[src/sv/xmsd_pkg.sv]
// Package for the ModRM/SIB operand decoder.
// Holds the decoder phase type and the ModRM/SIB field codes; no dependencies.
package xmsd_pkg;

    // Decoder phase; the fourth code is unused and decodes like the ModRM phase.
    typedef enum logic [1:0] {
        PH_MODRM = 2'd0,
        PH_SIB   = 2'd1,
        PH_DISP  = 2'd2
    } phase_t;

    localparam logic [1:0] MOD_NO_DISP = 2'b00;
    localparam logic [1:0] MOD_DISP8   = 2'b01;
    localparam logic [1:0] MOD_DISP32  = 2'b10;
    localparam logic [1:0] MOD_REG     = 2'b11;

    localparam logic [2:0] RM_SIB      = 3'b100;
    localparam logic [2:0] RM_DISP32   = 3'b101;
    localparam logic [2:0] INDEX_NONE  = 3'b100;

    localparam logic [2:0] DISP_NONE   = 3'd0;
    localparam logic [2:0] DISP_BYTE   = 3'd1;
    localparam logic [2:0] DISP_DWORD  = 3'd4;

    localparam logic STATUS_OK      = 1'b0;
    localparam logic STATUS_BAD_SIB = 1'b1;

endpackage

[src/sv/x86_modrm_sib_operand_decoder.sv]
// The result is registered and appears in the cycle after the byte that completes the operand.
// Throughput: one byte accepted every cycle while in_ready is high; 1 to 6 bytes per operand record.
// The single output register decouples the sides: in_ready stays high while it is
// empty or being taken in the same cycle.
// Reset (rst_n, asynchronous, active low) returns the decoder to expect a ModRM
// byte and empties the output register.
// Top level of the ModRM/SIB operand decoder; uses xmsd_pkg.
module x86_modrm_sib_operand_decoder (
    input  logic               clk,
    input  logic               rst_n,
    input  logic               in_valid,
    output logic               in_ready,
    input  logic [7:0]         code_byte,
    input  logic [3:0]         reg_operand_size,
    input  logic [3:0]         rm_operand_size,
    output logic               out_valid,
    input  logic               out_ready,
    output logic [2:0]         reg_number,
    output logic [3:0]         reg_size_out,
    output logic               rm_is_memory,
    output logic               base_present,
    output logic [2:0]         base_number,
    output logic               index_present,
    output logic [2:0]         index_number,
    output logic [1:0]         scale_code,
    output logic signed [31:0] displacement,
    output logic [3:0]         rm_size_out,
    output logic               status
);

    xmsd_pkg::phase_t phase_reg, phase_next;
    logic [7:0]  modrm_reg, modrm_next;
    logic [7:0]  sib_reg, sib_next;
    logic [31:0] acc_reg, acc_next;
    logic [2:0]  left_reg, left_next;
    logic [2:0]  total_reg, total_next;
    logic [3:0]  reg_sz_reg, reg_sz_next;
    logic [3:0]  rm_sz_reg, rm_sz_next;

    logic        emit;
    logic        emit_status;
    logic [2:0]  nbytes;
    logic [1:0]  pos;
    logic        in_fire;

    // Output record fields, built from the updated latches.
    logic [1:0]  e_mod;
    logic [2:0]  e_rm;
    logic        e_mem;
    logic        e_bp;
    logic [2:0]  e_bn;
    logic        e_ip;
    logic [2:0]  e_inum;
    logic [1:0]  e_sc;
    logic [31:0] e_disp;

    logic        out_valid_reg, out_valid_next;
    logic [2:0]  reg_number_reg;
    logic [3:0]  reg_size_reg;
    logic        mem_reg;
    logic        bp_reg;
    logic [2:0]  bn_reg;
    logic        ip_reg;
    logic [2:0]  inum_reg;
    logic [1:0]  sc_reg;
    logic [31:0] disp_reg;
    logic [3:0]  rm_size_reg;
    logic        status_reg;

    assign in_ready = !out_valid_reg || out_ready;
    assign in_fire  = in_valid && in_ready;

    always_comb
    begin
        phase_next  = phase_reg;
        modrm_next  = modrm_reg;
        sib_next    = sib_reg;
        acc_next    = acc_reg;
        left_next   = left_reg;
        total_next  = total_reg;
        reg_sz_next = reg_sz_reg;
        rm_sz_next  = rm_sz_reg;
        emit        = 1'b0;
        emit_status = xmsd_pkg::STATUS_OK;
        nbytes      = xmsd_pkg::DISP_NONE;
        pos         = total_reg[1:0] - left_reg[1:0];

        unique case (phase_reg)
            xmsd_pkg::PH_SIB:
            begin
                sib_next = code_byte;
                if (code_byte[5:3] == xmsd_pkg::INDEX_NONE)
                begin
                    phase_next  = xmsd_pkg::PH_MODRM;
                    acc_next    = '0;
                    total_next  = xmsd_pkg::DISP_NONE;
                    left_next   = xmsd_pkg::DISP_NONE;
                    emit        = 1'b1;
                    emit_status = xmsd_pkg::STATUS_BAD_SIB;
                end
                else
                begin
                    if (modrm_reg[7:6] == xmsd_pkg::MOD_DISP8)
                        nbytes = xmsd_pkg::DISP_BYTE;
                    else if (modrm_reg[7:6] == xmsd_pkg::MOD_DISP32)
                        nbytes = xmsd_pkg::DISP_DWORD;
                    else if (code_byte[2:0] == xmsd_pkg::RM_DISP32)
                        nbytes = xmsd_pkg::DISP_DWORD;
                    acc_next   = '0;
                    total_next = nbytes;
                    left_next  = nbytes;
                    if (nbytes == xmsd_pkg::DISP_NONE)
                    begin
                        phase_next = xmsd_pkg::PH_MODRM;
                        emit       = 1'b1;
                    end
                    else
                        phase_next = xmsd_pkg::PH_DISP;
                end
            end
            xmsd_pkg::PH_DISP:
            begin
                unique case (pos)
                    2'd0: acc_next[7:0]   = acc_reg[7:0]   | code_byte;
                    2'd1: acc_next[15:8]  = acc_reg[15:8]  | code_byte;
                    2'd2: acc_next[23:16] = acc_reg[23:16] | code_byte;
                    default: acc_next[31:24] = acc_reg[31:24] | code_byte;
                endcase
                left_next = left_reg - 3'd1;
                if (left_next == 3'd0)
                begin
                    phase_next = xmsd_pkg::PH_MODRM;
                    emit       = 1'b1;
                end
            end
            default:
            begin
                // ModRM byte; the unused phase code lands here as well.
                modrm_next  = code_byte;
                sib_next    = '0;
                reg_sz_next = reg_operand_size;
                rm_sz_next  = rm_operand_size;
                acc_next    = '0;
                total_next  = xmsd_pkg::DISP_NONE;
                left_next   = xmsd_pkg::DISP_NONE;
                phase_next  = xmsd_pkg::PH_MODRM;
                if (code_byte[7:6] == xmsd_pkg::MOD_REG)
                    emit = 1'b1;
                else if (code_byte[2:0] == xmsd_pkg::RM_SIB)
                    phase_next = xmsd_pkg::PH_SIB;
                else
                begin
                    if (code_byte[7:6] == xmsd_pkg::MOD_NO_DISP &&
                        code_byte[2:0] == xmsd_pkg::RM_DISP32)
                        nbytes = xmsd_pkg::DISP_DWORD;
                    else if (code_byte[7:6] == xmsd_pkg::MOD_DISP8)
                        nbytes = xmsd_pkg::DISP_BYTE;
                    else if (code_byte[7:6] == xmsd_pkg::MOD_DISP32)
                        nbytes = xmsd_pkg::DISP_DWORD;
                    total_next = nbytes;
                    left_next  = nbytes;
                    if (nbytes == xmsd_pkg::DISP_NONE)
                        emit = 1'b1;
                    else
                        phase_next = xmsd_pkg::PH_DISP;
                end
            end
        endcase
    end

    // Record assembly from the latches as they stand after this byte.
    always_comb
    begin
        e_mod  = modrm_next[7:6];
        e_rm   = modrm_next[2:0];
        e_mem  = 1'b0;
        e_bp   = 1'b0;
        e_bn   = e_rm;
        e_ip   = 1'b0;
        e_inum = '0;
        e_sc   = '0;
        e_disp = '0;
        if (e_mod == xmsd_pkg::MOD_REG)
            e_bp = 1'b1;
        else
        begin
            e_mem = 1'b1;
            if (e_rm == xmsd_pkg::RM_SIB)
            begin
                e_inum = sib_next[5:3];
                e_sc   = sib_next[7:6];
                e_bn   = sib_next[2:0];
                if (emit_status == xmsd_pkg::STATUS_OK)
                begin
                    e_ip = 1'b1;
                    e_bp = !(e_mod == xmsd_pkg::MOD_NO_DISP &&
                             sib_next[2:0] == xmsd_pkg::RM_DISP32);
                end
            end
            else
                e_bp = !(e_mod == xmsd_pkg::MOD_NO_DISP && e_rm == xmsd_pkg::RM_DISP32);
            if (emit_status == xmsd_pkg::STATUS_OK)
            begin
                if (total_next == xmsd_pkg::DISP_BYTE)
                    e_disp = {{24{acc_next[7]}}, acc_next[7:0]};
                else if (total_next == xmsd_pkg::DISP_DWORD)
                    e_disp = acc_next;
            end
        end
    end

    always_ff @(posedge clk or negedge rst_n)
    begin
        if (!rst_n)
        begin
            phase_reg  <= xmsd_pkg::PH_MODRM;
            modrm_reg  <= '0;
            sib_reg    <= '0;
            acc_reg    <= '0;
            left_reg   <= '0;
            total_reg  <= '0;
            reg_sz_reg <= '0;
            rm_sz_reg  <= '0;
        end
        else if (in_fire)
        begin
            phase_reg  <= phase_next;
            modrm_reg  <= modrm_next;
            sib_reg    <= sib_next;
            acc_reg    <= acc_next;
            left_reg   <= left_next;
            total_reg  <= total_next;
            reg_sz_reg <= reg_sz_next;
            rm_sz_reg  <= rm_sz_next;
        end
    end

    always_comb
    begin
        if (in_fire && emit)
            out_valid_next = 1'b1;
        else if (out_ready)
            out_valid_next = 1'b0;
        else
            out_valid_next = out_valid_reg;
    end

    always_ff @(posedge clk or negedge rst_n)
    begin
        if (!rst_n)
            out_valid_reg <= 1'b0;
        else
            out_valid_reg <= out_valid_next;
    end

    always_ff @(posedge clk)
    begin
        if (in_fire && emit)
        begin
            reg_number_reg <= modrm_next[5:3];
            reg_size_reg   <= reg_sz_next;
            mem_reg        <= e_mem;
            bp_reg         <= e_bp;
            bn_reg         <= e_bn;
            ip_reg         <= e_ip;
            inum_reg       <= e_inum;
            sc_reg         <= e_sc;
            disp_reg       <= e_disp;
            rm_size_reg    <= rm_sz_next;
            status_reg     <= emit_status;
        end
    end

    assign out_valid     = out_valid_reg;
    assign reg_number    = reg_number_reg;
    assign reg_size_out  = reg_size_reg;
    assign rm_is_memory  = mem_reg;
    assign base_present  = bp_reg;
    assign base_number   = bn_reg;
    assign index_present = ip_reg;
    assign index_number  = inum_reg;
    assign scale_code    = sc_reg;
    assign displacement  = disp_reg;
    assign rm_size_out   = rm_size_reg;
    assign status        = status_reg;

endmodule

[config.mk]
export PLATFORM = sky130hd
export DESIGN_NAME = x86_modrm_sib_operand_decoder
export DESIGN_NICKNAME = d
export VERILOG_FILES = /design/src/sv/xmsd_pkg.sv /design/src/sv/x86_modrm_sib_operand_decoder.sv
export SDC_FILE = /design/constraint.sdc
export NUM_CORES = 1
export LEC_CHECK = 0
export BUFFER_PORTS_ARGS = -buffer_cell sky130_fd_sc_hd__buf_2
export CELL_PAD_IN_SITES_DETAIL_PLACEMENT = 0
export CELL_PAD_IN_SITES_GLOBAL_PLACEMENT = 1
export CORE_MARGIN = 2
export CORE_UTILIZATION = 41
export CTS_CLUSTER_SIZE = 16
export DETAILED_ROUTE_END_ITERATION = 10
export PLACE_DENSITY_LB_ADDON = 0.25
export SYNTH_ARGS = -nofsm -noshare
export SYNTH_HDL_FRONTEND = slang
export SYNTH_SLANG_ARGS = --single-unit
export TNS_END_PERCENT = 50
[constraint.sdc]
create_clock -name clk -period 5.5 [get_ports clk]
set_input_delay 0.55 -clock clk [delete_from_list [all_inputs] [get_ports clk]]
set_output_delay 0.55 -clock clk [all_outputs]
set_load 0.005 [all_outputs]
==> Word level (Yosys, flattened, before mapping) <==
Cells that the tools add are included.
{ "op_classes": {"eq_ne": 19, "bitwise_logic": 5, "reduce_logical": 21, "mux": 51, "addsub": 2} }
{ "op_table": {"columns": ["cell", "n"], "rows": [
  ["two-way mux 32 bit", 3],
  ["two-way mux 3 bit", 16],
  ["two-way mux 8 bit", 5],
  ["bitwise OR 8 bit", 4],
  ["equality test 3 bit (second input constant)", 7],
  ["one-hot mux 8 bit (2 select lines)", 1],
  ["two-way mux 1 bit", 14],
  ["equality test 2 bit (second input constant)", 6],
  ["two-way mux 2 bit", 6],
  ["one-hot mux 3 bit (2 select lines)", 2],
  ["logical NOT 3 bit", 3],
  ["equality test 2 x 1 -> 1 bit (second input constant)", 4],
  ["two-way mux 4 bit", 2],
  ["logical NOT 2 bit", 3],
  ["OR reduction 2 bit", 3],
  ["logical AND 1 bit", 5],
  ["one-hot mux 2 bit (2 select lines)", 1],
  ["equality test 3 x 1 -> 1 bit (second input constant)", 1],
  ["logical NOT 1 bit", 3],
  ["OR reduction 3 bit", 1],
  ["subtractor 3 x 1 -> 3 bit (second input constant)", 1],
  ["!= test 2 bit (second input constant)", 1],
  ["one-hot mux 1 bit (2 select lines)", 1],
  ["AND reduction 2 bit", 1],
  ["4 further kinds", 4]
]} }
{ "totals": {"register_bits": 120, "output_inout_bits": 57, "in_bits": 20} }

==> Longest topological paths before layout <==
{ "logic_depth": {"word_depth": 14, "depth_mapped": 11, "depth_no_buf": 7} }

==> Worst setup path after synthesis <==
No wires, ideal clock.
{ "synth_path": {"path_type": "input-to-reg", "from": "input code_byte[0]", "to": "register bn_reg[0], in the netlist base_number[0], enable pin", "path_stages": 4, "slack_ns": -0.664, "arrival_ns": 5.594, "setup_time_ns": 0.570, "required_ns": 4.930, "cell_sequence": "and3b_1 > nor3_1 > o21ai_0 > a311oi_1"} }
{ "synth_between": {"elab_chain_len": 12} }
{ "synth_rtl": {"columns": ["element", "line_no", "source"], "rows": [
  ["from (decl)", "x86_modrm_sib_operand_decoder.sv:13", "input logic [7:0] code_byte,"],
  ["equality test 3 bit", "x86_modrm_sib_operand_decoder.sv:107, x86_modrm_sib_operand_decoder.sv:154", null],
  ["logical AND 1 bit", "x86_modrm_sib_operand_decoder.sv:153", "if (code_byte[7:6] == xmsd_pkg::MOD_NO_DISP &&"],
  ["two-way mux 3 bit", "x86_modrm_sib_operand_decoder.sv:153", null],
  ["two-way mux 3 bit", "x86_modrm_sib_operand_decoder.sv:149", "else if (code_byte[2:0] == xmsd_pkg::RM_SIB)"],
  ["two-way mux 3 bit", "x86_modrm_sib_operand_decoder.sv:147", "if (code_byte[7:6] == xmsd_pkg::MOD_REG)"],
  ["two-way mux 3 bit", "x86_modrm_sib_operand_decoder.sv:88", "unique case (phase_reg)"],
  ["logical NOT 3 bit", "x86_modrm_sib_operand_decoder.sv:162", "if (nbytes == xmsd_pkg::DISP_NONE)"],
  ["two-way mux 1 bit", "x86_modrm_sib_operand_decoder.sv:162", null],
  ["two-way mux 1 bit", "x86_modrm_sib_operand_decoder.sv:149", null],
  ["two-way mux 1 bit", "x86_modrm_sib_operand_decoder.sv:147", null],
  ["one-hot mux 1 bit (2 select lines) (*)", "x86_modrm_sib_operand_decoder.sv:88", null],
  ["logical AND 1 bit (*)", "x86_modrm_sib_operand_decoder.sv:258", "if (in_fire && emit)"],
  ["to (signal assigned)", "x86_modrm_sib_operand_decoder.sv:264", "bn_reg <= e_bn;"],
  ["to (decl)", "x86_modrm_sib_operand_decoder.sv:62", "logic [2:0] bn_reg;"]
]} }
Every way passes the cells marked *; elsewhere a longest branch is shown, timed or not. The select of a mux whose other input is x is not followed.
A chain may end at the register's enable or synchronous reset.

==> Worst setup path after layout <==
{ "layout_path": {"from": "register phase_reg[0]", "to": "register disp_reg[9], in the netlist displacement[9], data pin"} }
{ "layout_between": {"elab_chain_len": 5} }
{ "layout_rtl": {"columns": ["element", "line_no", "source"], "rows": [
  ["from (decl)", "x86_modrm_sib_operand_decoder.sv:31", "xmsd_pkg::phase_t phase_reg, phase_next;"],
  ["from (signal assigned)", "x86_modrm_sib_operand_decoder.sv:216", "phase_reg <= xmsd_pkg::PH_MODRM;"],
  ["from (signal assigned)", "x86_modrm_sib_operand_decoder.sv:227", "phase_reg <= phase_next;"],
  ["equality test 2 bit / equality test 2 x 1 -> 1 bit (equally long branches)", "x86_modrm_sib_operand_decoder.sv:88", null],
  ["one-hot mux 3 bit (2 select lines) / OR reduction 2 bit (equally long branches)", null, null],
  ["equality test 3 bit / two-way mux 8 bit (equally long branches)", "x86_modrm_sib_operand_decoder.sv:206, x86_modrm_sib_operand_decoder.sv:88", null],
  ["two-way mux 32 bit / equality test 2 bit (equally long branches)", "x86_modrm_sib_operand_decoder.sv:206, x86_modrm_sib_operand_decoder.sv:183", null],
  ["two-way mux 32 bit / OR reduction 2 bit (equally long branches)", null, null],
  ["to (signal assigned)", "x86_modrm_sib_operand_decoder.sv:268", "disp_reg <= e_disp;"],
  ["to (decl)", "x86_modrm_sib_operand_decoder.sv:66", "logic [31:0] disp_reg;"]
]} }
Parallel ways exist; a longest one is shown, timed or not.

==> flow_summary.json <==
{
  "status": "completed",
  "layout.nets": 567,
  "drt_wl_total_um": 13670,
  "cap_violations": 0,
  "critPathRequiredTime_ps": 5640,
  "startpoint": "phase_reg[0]",
  "finalSetupViolCount": 0,
  "crit_path_max_fanout": 28,
  "place_area_mm2": 0.006102,
  "core_region_area_mm2": 0.01330,
  "crit_path_top_delay_cell": "and2_1",
  "fin_area_mm2": 0.006676,
  "worst_pin_slew_ps": 1119,
  "fin_cells": 731,
  "portBuffers": 76,
  "async_reset_ff_share_pct": 54.17,
  "post_cts_buffers": 0,
  "postSynthCellCount": 481,
  "die_x_um": 120.8,
  "max_slew_margin_pct": 25.43,
  "ys_warn_count": 0,
  "gp_congestion": 0.7893,
  "finalHoldViolCount": 0,
  "routedWlPerCell_um": 18.70,
  "dr.max_layer_used": "met4",
  "cts_root_buf": "clkbuf_16",
  "wl_met3_um": 833,
  "ys_seq_area_share_pct": 58.57,
  "cts_hold_buf": 0,
  "rows": 42,
  "synth-edff-count": 55,
  "cts_tree": "done",
  "synth_top_area_share_pct": 29.51,
  "crit_type": "flip-flop to flip-flop",
  "synth-adder-area-share_pct": 1.118,
  "placed_cells": 699,
  "fin_skew_ps": 6.929,
  "io_pins": 77,
  "rsz0062_at_grt": "no",
  "fin_setup_tns_ps": 0,
  "fin_hold_ws_ps": 340.8,
  "die_h_um": 120.8,
  "cts_resized": 0,
  "r2r-start": "phase_reg[0]",
  "ant_nets": 0,
  "drive_gt1_share_pct": 29.91,
  "track_usage_pct": 19.65,
  "clk_latency_ps": 410,
  "worst_ep_arrival_time_ps": 3670,
  "dr_wl_met2_um": 6588,
  "min_period_ps": 3533,
  "dp_hpwl_um": 8539,
  "cts_made_buffers": 17,
  "synth_top_family_by_area": "compound AO/OA/AOI/OAI gates",
  "drc": 0,
  "synthTopCellsByArea": "edfxtp_1, dfrtp_1, mux2_2",
  "p_leak_nw": 2.669,
  "start_util_pct": 42.09,
  "hold_path.class": "primary input to asynchronous set/reset pin",
  "period_share_pct": 64.24,
  "antenna_found_initial": 0,
  "gr-total-overflow": 0,
  "max_freq_ghz": 0.2830,
  "area_growth_pct": 19.29,
  "synth_top_area_cell": "edfxtp_1",
  "ys_ff_latch": 120,
  "synth-compound-area-share_pct": 17.86,
  "crit_chain": "inv_1 > ha_1 > nor2b_1 > and2_1 > or4_1 > buf_4 > a21oi_1",
  "synth.distinct_cells": 45,
  "met1_length_um": 6054,
  "vias": 4174,
  "ir_drop_mv": 0.2877,
  "htree_levels": 4,
  "antennaDiodeCount": 0,
  "dr.pass1.iters": 5,
  "cts_buffer_depth": 2,
  "finalMaxSlewViolations": 0,
  "avgSynthCellArea_um2": 11.64,
  "clock_sinks": 120,
  "grt_pass1_wl_um": 21780,
  "muxShareOfSynthArea_pct": 6.170,
  "cp-start-kind": "flip-flop",
  "grt_pass1_vias": 4072,
  "yosys.area_share.simple_pct": 11.13,
  "synth.net_count": 506,
  "cp-end-kind": "flip-flop",
  "grt_max_degree": 66,
  "synthesis.area_mm2": 0.005597,
  "first_iter_violations": 365,
  "reg2reg_setup_slack_ps": 1970,
  "cts.reportedPaths.clkPinSlew_ps": 50,
  "ys.flop_type": "dfrtp_1",
  "synth_xor_area_share_pct": 0.9837,
  "critPathMaxStageDelay_ps": 930,
  "power_density_mw_per_mm2": 560.8,
  "routed_via_density": 5.710,
  "die_area_mm2": 0.01460
}
[power by group]
group / switching [mW] / internal, mW / leakage [nW] / total, mW
Combinational: 0.790 / 0.462 / 1.01 / 1.25
Sequential: 0.133 / 1.29 / 1.37 / 1.42
Clock: 0.377 / 0.694 / 0.285 / 1.07
[worst paths after layout]
check / to / cells after the start
max: displacement[9] / 7
min: acc_reg[5] / 2
max reg2reg: displacement[9] / 7
min reg2reg: total_reg[2] / 2
max in group asynchronous: acc_reg[14] / 2
min in group clk: out_valid / 3
[critical path: cells and delay by family (launching register included)]
family | cells | cell delay, ps
adder cells (fa/ha/maj) | 1 | 480
flip-flops | 1 | 350
AO/OA/AOI/OAI | 1 | 130
AND/OR/NAND/NOR | 3 | 1890
buffers and inverters | 2 | 390
[cells in the mapped netlist, drive strengths merged, types with 4 or more instances]
cell and count:
dfrtp 65, nand2 24, nor3 7, nand2b 4
inv 12, a21oi 72, clkbuf 36, mux2 28
nor3b 17, o221ai 24, a22o 6, edfxtp 55
a22oi 7, o21ai 15, a211oi 9, and2 5
and3 9, ha 5, nor2b 5, buf 7
nor2 41
[final cells by class]
type / instances / area, um2
clock inverters: 10 / 100.1
well taps: 176 / 220.2
inverters: 12 / 45.04
flip-flops and latches: 120 / 3278
fillers: 1220 / 6619
repair buffers: 85 / 447.9
multi-input cells: 306 / 2111
clock buffers: 22 / 474.2
[kinds of logic after synthesis]
kind of cell | after synthesis
AOI/OAI and AO/OA | 146
xor gates and xnor gates | 3
adders and majority gates | 5
buffers and inverters | 55
DFF | 120
muxes | 31
and+or+nand+nor | 121
[per-layer routing]
| metal | global-route usage [%] | vias to the layer above |
|---|---|---|
| met2 | 31.11 | 152 |
| met5 | 0 | - |
| met1 | 25.69 | 2098 |
| met4 | 7.122 | 0 |
| li1 | - | 1905 |
| met3 | 5.708 | 19 |
[per-stage QoR]
stage | utilization [%] | setup WS, ps | power, mW
after global placement | 45.90 | 2128 | 2.648
after global routing | 50.22 | 1681 | 3.961
after CTS | 50.22 | 1976 | 3.773
final | 50.22 | 1967 | 3.744
after floorplan | - | 1498 | 2.304
after detailed placement | 45.90 | 1984 | 2.687
[placed cells by master (no fill, tap or decap), types with 6 or more instances in the layout]
master     Yosys  final
nand2_1       24     24
a21oi_1       52     52
buf_2          3     76
edfxtp_1      55     55
a22o_1         6      6
o21ai_0        9      9
a211oi_1       8      8
mux2_2        28     28
a21oi_2       20     20
o221ai_1      24     24
buf_4          2      9
nor2_1        41     41
o21ai_1        6      6
and3_1         9      9
dfrtp_1       65     65
inv_1         12     12
nor3b_1       15     15
a22oi_1        7      7
clkbuf_16      0     17
nor3_1         7      7
Note: power is estimated with default switching activity, not from simulation.
